**config.mk**
```make
export PLATFORM = sky130hd
export DESIGN_NAME = bracket_balance_checker_unit
export DESIGN_NICKNAME = d
export VERILOG_FILES = /design/src/sv/bbc_pkg.sv /design/src/sv/bbc_ram.sv /design/src/sv/bbc_stack.sv /design/src/sv/bracket_balance_checker_unit.sv
export SDC_FILE = /design/constraint.sdc
export NUM_CORES = 1
export LEC_CHECK = 0
export BUFFER_PORTS_ARGS = -buffer_cell sky130_fd_sc_hd__buf_2
export CORE_ASPECT_RATIO = 0.9
export CORE_MARGIN = 2
export CORE_UTILIZATION = 30
export DETAILED_ROUTE_END_ITERATION = 7
export MAX_ROUTING_LAYER = met4
export SETUP_SLACK_MARGIN = 0.1
export SLEW_MARGIN = 30
export SYNTH_ARGS = -nofsm -noshare
export SYNTH_HDL_FRONTEND = slang
export SYNTH_SLANG_ARGS = --single-unit
```
**constraint.sdc**
```tcl
create_clock -name i_clk -period 12.7 [get_ports i_clk]
set_input_delay 2.54 -clock i_clk [delete_from_list [all_inputs] [get_ports i_clk]]
set_output_delay 2.54 -clock i_clk [all_outputs]
set_load 0.05 [all_outputs]
```
**src/sv/bbc_pkg.sv**
```systemverilog
// Shared types, character codes and decode functions for the bracket balance checker.
`timescale 1ns / 1ps
`default_nettype none

package bbc_pkg;

    typedef enum logic [1:0] {
        BT_NONE   = 2'd0,
        BT_ROUND  = 2'd1,
        BT_SQUARE = 2'd2,
        BT_CURLY  = 2'd3
    } t_btype;

    typedef enum logic [2:0] {
        ERR_NONE     = 3'd0,
        ERR_MISMATCH = 3'd1,
        ERR_EMPTY    = 3'd2,
        ERR_UNCLOSED = 3'd3,
        ERR_OVERFLOW = 3'd4
    } t_err;

    typedef struct packed {
        logic   push;
        logic   pop;
        logic   clear;
        t_btype kind;
    } t_stack_op;

    localparam logic [7:0] CH_OPEN_ROUND   = 8'h28;
    localparam logic [7:0] CH_CLOSE_ROUND  = 8'h29;
    localparam logic [7:0] CH_OPEN_SQUARE  = 8'h5b;
    localparam logic [7:0] CH_CLOSE_SQUARE = 8'h5d;
    localparam logic [7:0] CH_OPEN_CURLY   = 8'h7b;
    localparam logic [7:0] CH_CLOSE_CURLY  = 8'h7d;

    function automatic t_btype open_type(input logic [7:0] b);
        t_btype t;
        unique case (b)
            CH_OPEN_ROUND:  t = BT_ROUND;
            CH_OPEN_SQUARE: t = BT_SQUARE;
            CH_OPEN_CURLY:  t = BT_CURLY;
            default:        t = BT_NONE;
        endcase
        return t;
    endfunction

    function automatic t_btype close_type(input logic [7:0] b);
        t_btype t;
        unique case (b)
            CH_CLOSE_ROUND:  t = BT_ROUND;
            CH_CLOSE_SQUARE: t = BT_SQUARE;
            CH_CLOSE_CURLY:  t = BT_CURLY;
            default:         t = BT_NONE;
        endcase
        return t;
    endfunction

endpackage

`default_nettype wire

```
**src/sv/bbc_ram.sv**
```systemverilog
// Generic simple dual-port RAM, one write port and one registered read port.
`timescale 1ns / 1ps
`default_nettype none

module bbc_ram #(
    parameter int WIDTH = 2,
    parameter int DEPTH = 64
) (
    input  wire logic                     i_clk,
    input  wire logic                     i_wr_en,
    input  wire logic [$clog2(DEPTH)-1:0] i_wr_addr,
    input  wire logic [WIDTH-1:0]         i_wr_data,
    input  wire logic [$clog2(DEPTH)-1:0] i_rd_addr,
    output logic      [WIDTH-1:0]         o_rd_data
);

    logic [WIDTH-1:0] r_mem [DEPTH];
    logic [WIDTH-1:0] r_rd_data;

    always_ff @(posedge i_clk) begin
        if (i_wr_en) begin
            r_mem[i_wr_addr] <= i_wr_data;
        end
        r_rd_data <= r_mem[i_rd_addr];
    end

    assign o_rd_data = r_rd_data;

endmodule

`default_nettype wire

```
**src/sv/bbc_stack.sv**
```systemverilog
// Bracket type stack: cached top register, RAM for lower entries, prefetched entry below top.
`timescale 1ns / 1ps
`default_nettype none

module bbc_stack #(
    parameter int STACK_DEPTH = 64
) (
    input  wire logic                             i_clk,
    input  wire logic                             i_rst_n,
    input  wire bbc_pkg::t_stack_op               i_op,
    output logic [$clog2(STACK_DEPTH+1)-1:0]      o_count,
    output bbc_pkg::t_btype                       o_top
);

    import bbc_pkg::*;

    localparam int CW = $clog2(STACK_DEPTH + 1);
    localparam int AW = $clog2(STACK_DEPTH);

    logic [CW-1:0] r_count, n_count;
    t_btype        r_top, n_top;
    logic          r_fwd;
    t_btype        r_fwd_data;

    logic          wr_en;
    logic [AW-1:0] wr_addr;
    logic [AW-1:0] rd_addr;
    logic [1:0]    rd_data;
    logic [CW-1:0] cnt_m1;
    logic [CW-1:0] ncnt_m2;
    t_btype        below_top;

    assign cnt_m1  = r_count - CW'(1);
    assign ncnt_m2 = n_count - CW'(2);
    assign wr_addr = cnt_m1[AW-1:0];
    assign rd_addr = ncnt_m2[AW-1:0];
    assign wr_en   = i_op.push && (r_count != '0);

    // entry below top, bypassed when it was written in the same cycle it was read
    assign below_top = r_fwd ? r_fwd_data : t_btype'(rd_data);

    always_comb begin
        n_count = r_count;
        n_top   = r_top;
        if (i_op.push) begin
            n_count = r_count + CW'(1);
            n_top   = i_op.kind;
        end else if (i_op.pop) begin
            n_count = cnt_m1;
            n_top   = below_top;
        end
        if (i_op.clear) begin
            n_count = '0;
        end
    end

    always_ff @(posedge i_clk) begin
        if (!i_rst_n) begin
            r_count <= '0;
            r_fwd   <= 1'b0;
        end else begin
            r_count <= n_count;
            r_fwd   <= wr_en && (wr_addr == rd_addr);
        end
        r_top      <= n_top;
        r_fwd_data <= r_top;
    end

    bbc_ram #(
        .WIDTH (2),
        .DEPTH (STACK_DEPTH)
    ) u_ram (
        .i_clk     (i_clk),
        .i_wr_en   (wr_en),
        .i_wr_addr (wr_addr),
        .i_wr_data (r_top),
        .i_rd_addr (rd_addr),
        .o_rd_data (rd_data)
    );

    assign o_count = r_count;
    assign o_top   = r_top;

endmodule

`default_nettype wire

```
**src/sv/bracket_balance_checker_unit.sv**
```systemverilog
// Top level of the bracket balance checker: byte decode, sticky error, verdict output.
`timescale 1ns / 1ps
`default_nettype none

// Checks round, square and curly brackets in a byte stream, one byte per beat,
// tlast on the final byte of a text. Takes one beat every cycle; the verdict
// for a text appears on the master side the cycle after its last byte and the
// next text may start in that same cycle. The stack of STACK_DEPTH type codes
// lives in a single-port-read RAM; its top is held in a register and the entry
// below it is read every cycle, so a pop after a pop needs no wait. No clearing
// pass after reset. The slave side stalls only while a verdict is not taken.
module bracket_balance_checker_unit #(
    parameter int STACK_DEPTH = 64
) (
    input  wire logic       i_clk,
    input  wire logic       i_rst_n,
    input  wire logic       s_tvalid,
    output logic            s_tready,
    input  wire logic [7:0] s_tdata,   // [7:0] text_byte
    input  wire logic       s_tlast,   // end_of_text
    output logic            m_tvalid,
    input  wire logic       m_tready,
    output logic      [7:0] m_tdata    // [0] balanced, [3:1] error_code, [7:4] zero
);

    import bbc_pkg::*;

    localparam int CW = $clog2(STACK_DEPTH + 1);

    t_stack_op     stk_op;
    logic [CW-1:0] stk_count;
    t_btype        stk_top;

    t_err   r_err, n_err;
    logic   r_m_valid, n_m_valid;
    logic   r_balanced, n_balanced;
    t_err   r_code, n_code;
    logic   accept;
    t_btype ot, ct;
    logic   empty_after;
    t_err   verdict;

    assign s_tready = !r_m_valid || m_tready;
    assign accept   = s_tvalid && s_tready;
    assign ot       = open_type(s_tdata);
    assign ct       = close_type(s_tdata);

    always_comb begin
        stk_op       = '0;
        stk_op.kind  = ot;
        n_err        = r_err;
        empty_after  = (stk_count == '0);
        verdict      = ERR_NONE;
        n_m_valid    = r_m_valid && !m_tready;
        n_balanced   = r_balanced;
        n_code       = r_code;
        if (accept) begin
            if (r_err == ERR_NONE) begin
                if (ot != BT_NONE) begin
                    if (stk_count == CW'(STACK_DEPTH)) begin
                        n_err = ERR_OVERFLOW;
                    end else begin
                        stk_op.push = 1'b1;
                        empty_after = 1'b0;
                    end
                end else if (ct != BT_NONE) begin
                    if (stk_count == '0) begin
                        n_err = ERR_EMPTY;
                    end else begin
                        stk_op.pop  = 1'b1;
                        empty_after = (stk_count == CW'(1));
                        if (stk_top != ct) begin
                            n_err = ERR_MISMATCH;
                        end
                    end
                end
            end
            if (s_tlast) begin
                if (n_err != ERR_NONE) begin
                    verdict = n_err;
                end else if (!empty_after) begin
                    verdict = ERR_UNCLOSED;
                end
                n_m_valid    = 1'b1;
                n_balanced   = (verdict == ERR_NONE);
                n_code       = verdict;
                n_err        = ERR_NONE;
                stk_op.clear = 1'b1;
            end
        end
    end

    always_ff @(posedge i_clk) begin
        if (!i_rst_n) begin
            r_err     <= ERR_NONE;
            r_m_valid <= 1'b0;
        end else begin
            r_err     <= n_err;
            r_m_valid <= n_m_valid;
        end
        r_balanced <= n_balanced;
        r_code     <= n_code;
    end

    bbc_stack #(
        .STACK_DEPTH (STACK_DEPTH)
    ) u_stack (
        .i_clk   (i_clk),
        .i_rst_n (i_rst_n),
        .i_op    (stk_op),
        .o_count (stk_count),
        .o_top   (stk_top)
    );

    assign m_tvalid = r_m_valid;
    assign m_tdata  = {4'b0000, r_code, r_balanced};

    a_count_range: assert property (@(posedge i_clk) disable iff (!i_rst_n)
        stk_count <= CW'(STACK_DEPTH))
        else $error("stack count above depth");

    a_verdict_consistent: assert property (@(posedge i_clk) disable iff (!i_rst_n)
        m_tvalid |-> (m_tdata[0] == (m_tdata[3:1] == 3'(ERR_NONE))))
        else $error("balanced flag disagrees with error code");

    a_end_clears: assert property (@(posedge i_clk) disable iff (!i_rst_n)
        (accept && s_tlast) |=> (m_tvalid && stk_count == '0 && r_err == ERR_NONE))
        else $error("state not cleared after last beat");

    a_err_sticky: assert property (@(posedge i_clk) disable iff (!i_rst_n)
        (r_err != ERR_NONE && !(accept && s_tlast)) |=> (r_err == $past(r_err)))
        else $error("sticky error changed within a text");

endmodule

`default_nettype wire

```
==> impl_metrics.json <==
{
  "crit_path_end_kind": "register",
  "cp.required_ns": 13.07,
  "grt_pass1_wl_um": 29300,
  "grt_overflow": 0,
  "worstPathMaxFanout": 30,
  "via_per_inst": 5.313,
  "io_buffers": 18,
  "mostFrequentLayoutCells": "edfxtp_1, nand2_1, nor2_1",
  "synthCells": 649,
  "power_frac_comb_pct": 2.2,
  "path_clk_slew_ns": 0.06,
  "worstMarginPinSlew_ns": 0.8799,
  "crit_buf_inv": 5,
  "placed_cell_area_sq_um": 7614,
  "drive_above_1_share_pct": 11.68,
  "ctsHoldBuffers": 0,
  "p_seq_share_pct": 49.3,
  "setup_viol": 0,
  "drt_first_pass_iters": 5,
  "post_cts_resized": 0,
  "slew_viol_final": 0,
  "antenna_found_initial": 0,
  "clockPowerShare_pct": 48.6,
  "globalplace.congestion": 0.8945,
  "cp.arrival_ns": 7.59,
  "initial_core_util_pct": 30.37,
  "ys_async_sr_fraction_pct": 0,
  "yosysUniqueCellTypes": 74,
  "switchingPower_w": 0.0002277,
  "cp_slowest_cell": "or4_1",
  "final_antenna_net_count": 0,
  "path_class": "in -> reg",
  "netlist_area_sq_um": 7305,
  "cts_sinks": 150,
  "cp_top_family": "compound AO/OA/AOI/OAI gates",
  "synth_edf_count": 134,
  "layout.nets": 673,
  "fin_skew_ns": 0.01101,
  "dieWidth_um": 168.5,
  "core-area_sq_um": 24050,
  "yosys.area_share.simple_pct": 19.65,
  "mostFrequentLayoutCell": "edfxtp_1",
  "powerDensity_nw_per_um2": 130.9,
  "fillers": 2402,
  "wl_um": 18310,
  "die_h_um": 152.0,
  "ctsRootBufferMaster": "clkbuf_16",
  "setup-tns-final_ns": 0,
  "io_pins": 23,
  "post-cts-setup-buffers": 0,
  "final_area_sq_um": 8228,
  "areaGrowthSynthToFinish_pct": 12.64,
  "cap_violations": 0,
  "dieArea_sq_um": 25610,
  "p_leak_nw": 2.738,
  "status": "complete, no violations",
  "max_stage_delay_ns": 0.59,
  "yosys.area_share.adder_pct": 0.8565,
  "peakVddDrop_v": 0.00009889,
  "drt-initial-drc-count": 554,
  "synth-xor-area-share_pct": 2.638,
  "vias": 5185,
  "syn_area_per_cell_sq_um": 11.26,
  "cp-start-kind": "input pin",
  "grt_pass1_vias": 5118,
  "antenna_cells": 0,
  "cts_tree": "done",
  "yosys_warnings": 0,
  "track_usage_pct": 15.25,
  "route.detailed.wl_per_inst_um": 18.76,
  "remaining_drc_errors": 0,
  "synth_top_family_by_area": "simple AND/OR/NAND/NOR gates",
  "hold_violations": 0,
  "intPower_w": 0.0008492,
  "slew_headroom_pct": 41.34,
  "clk_latency_ns": 0.43,
  "ys_seq_area_share_pct": 59.47,
  "synth-seq-cells": 150,
  "synthFlopType": "edfxtp_1",
  "period_share_pct": 56.80,
  "placementRows": 54,
  "clock_path_buffers": 2,
  "switching_share_pct": 21.15,
  "synth_compound_area_share_pct": 12.04,
  "h-tree-depth": 4,
  "dp_hpwl_um": 11550,
  "fmax_mhz": 138.6,
  "cp_cell_sequence": "buf_2 > or4b_4 > or4_1 > a211oi_4 > nand2_1 > a31oi_2 > buf_4 > inv_2 > ha_1 > inv_1 > a311oi_1 > and3_1 > nor2_1 > buf_4 > a211oi_1 > a311oi_1 > o32ai_1 > a211oi_1 > o221a_1",
  "cts_buffers": 17,
  "grt_max_degree": 68,
  "rsz0062_at_grt": "no",
  "muxShareOfSynthArea_pct": 1.679,
  "min-delay-path-class": "reg -> reg",
  "period_minus_slack_ns": 7.213
}
-- final timing paths --
check                                 from                                 end  slack, ns  cells past startpoint
min reg2reg          r_err[2]$_SDFFE_PN0P_               r_err[2]$_SDFFE_PN0P_       0.53                      2
min                  r_err[2]$_SDFFE_PN0P_               r_err[2]$_SDFFE_PN0P_       0.53                      2
max                             s_tdata[4]  u_stack.u_ram.o_rd_data[0]$_DFF_P_       5.49                     19
max reg2reg  u_stack.o_count[0]$_SDFF_PN0_  u_stack.u_ram.o_rd_data[0]$_DFF_P_       7.38                     20
-- worst register-to-register path, stage by stage (launching register included) --
cell and delay, ns:
dfxtp_1 0.64, inv_1 0.26, ha_1 0.28, nor4b_1 0.15, and2_1 0.22, a211oi_4 0.54
nand2_1 0.17, a31oi_2 0.15, buf_4 0.37, inv_2 0.35, ha_1 0.32, inv_1 0.07
a311oi_1 0.04, and3_1 0.26, nor2_1 0.11, buf_4 0.28, a211oi_1 0.09, a311oi_1 0.33
o32ai_1 0.14, a211oi_1 0.27, o221a_1 0.23
-- flip-flops by register name, summed over array words and instances (netlist names) --
register / count
m_tvalid: 1
r_balanced: 1
r_code: 3
r_err: 3
u_stack.o_count: 7
u_stack.o_top: 2
u_stack.r_fwd: 1
u_stack.r_fwd_data: 2
u_stack.u_ram.o_rd_data: 2
u_stack.u_ram.r_mem: 128
-- cells in the mapped netlist (all sizes together) (4+ instances only) --
| library cell | count | area, sq um |
|---|---|---|
| and2 | 13 | 81.33 |
| inv | 7 | 26.27 |
| o21ai | 4 | 20.01 |
| a2111oi | 6 | 77.57 |
| clkbuf | 15 | 56.30 |
| a211oi | 27 | 225.2 |
| a32oi | 5 | 43.79 |
| a31oi | 13 | 87.58 |
| nand2b | 6 | 37.54 |
| xor2 | 7 | 68.82 |
| a311oi | 11 | 102.6 |
| nor4 | 4 | 25.02 |
| nand4 | 6 | 37.54 |
| or3 | 4 | 25.02 |
| nor3 | 12 | 60.06 |
| dfxtp | 16 | 320.3 |
| nand3 | 33 | 165.2 |
| buf | 26 | 173.9 |
| nand2 | 102 | 390.4 |
| ha | 5 | 62.56 |
| a21oi | 10 | 65.07 |
| mux2i | 10 | 100.1 |
| nor2 | 85 | 321.6 |
| edfxtp | 134 | 4024 |
| and3 | 26 | 162.7 |
| xnor2 | 12 | 123.9 |
-- cell type report --
type	instances	area [sq um]	share of cell area [%]
clock buffer	17	425.4	5.170
clock inverter	15	188.9	2.296
inverter	9	33.78	0.4106
multi-input combinational	452	2708	32.91
sequential	150	4344	52.80
tap	308	385.4	4.684
timing repair buffer	25	142.6	1.734
-- metal layers --
metal | GRT usage [%] | vias up | wire length [um]
li1 | - | 2441 | -
met2 | 22.69 | 177 | 8554
met5 | - | - | 0
met3 | 2.839 | 24 | 1172
met1 | 20.70 | 2543 | 8244
met4 | 5.829 | 0 | 342
-- cells by family after synthesis --
kind of cell    after synthesis
buf+inv                      50
other cells                   1
xor+xnor                     19
mux                          12
fa+ha+maj                     5
flops                       150
compound gates              105
simple gates                307
-- power groups by stage --
stage / registers [W] / clock network, W / logic (W)
after CTS: 0.000531 / 0.000530 / 0.0000233
after global placement: 0.000541 / 0 / 0.0000232
after global routing: 0.000530 / 0.000552 / 0.0000255
final: 0.000531 / 0.000523 / 0.0000233
after detailed placement: 0.000541 / 0 / 0.0000231
after floorplan: 0.000543 / 0 / 0.0000149
-- through the flow --
step | utilization (%) | total power (W) | instances | hold slack [ns] | setup WS, ns
detailed placement | 31.65 | 0.0005643 | 944 | 0.5162 | 5.122
global route | 34.21 | 0.001107 | 976 | 0.5612 | 5.171
floorplan | - | 0.0005580 | 652 | 0.4877 | 6.152
finish | 34.21 | 0.001077 | 976 | 0.5328 | 5.487
global placement | 31.65 | 0.0005644 | 944 | 0.5121 | 5.203
CTS | 34.21 | 0.001083 | 976 | 0.5273 | 5.548
No activity file was read; power rests on OpenSTA's default activity.
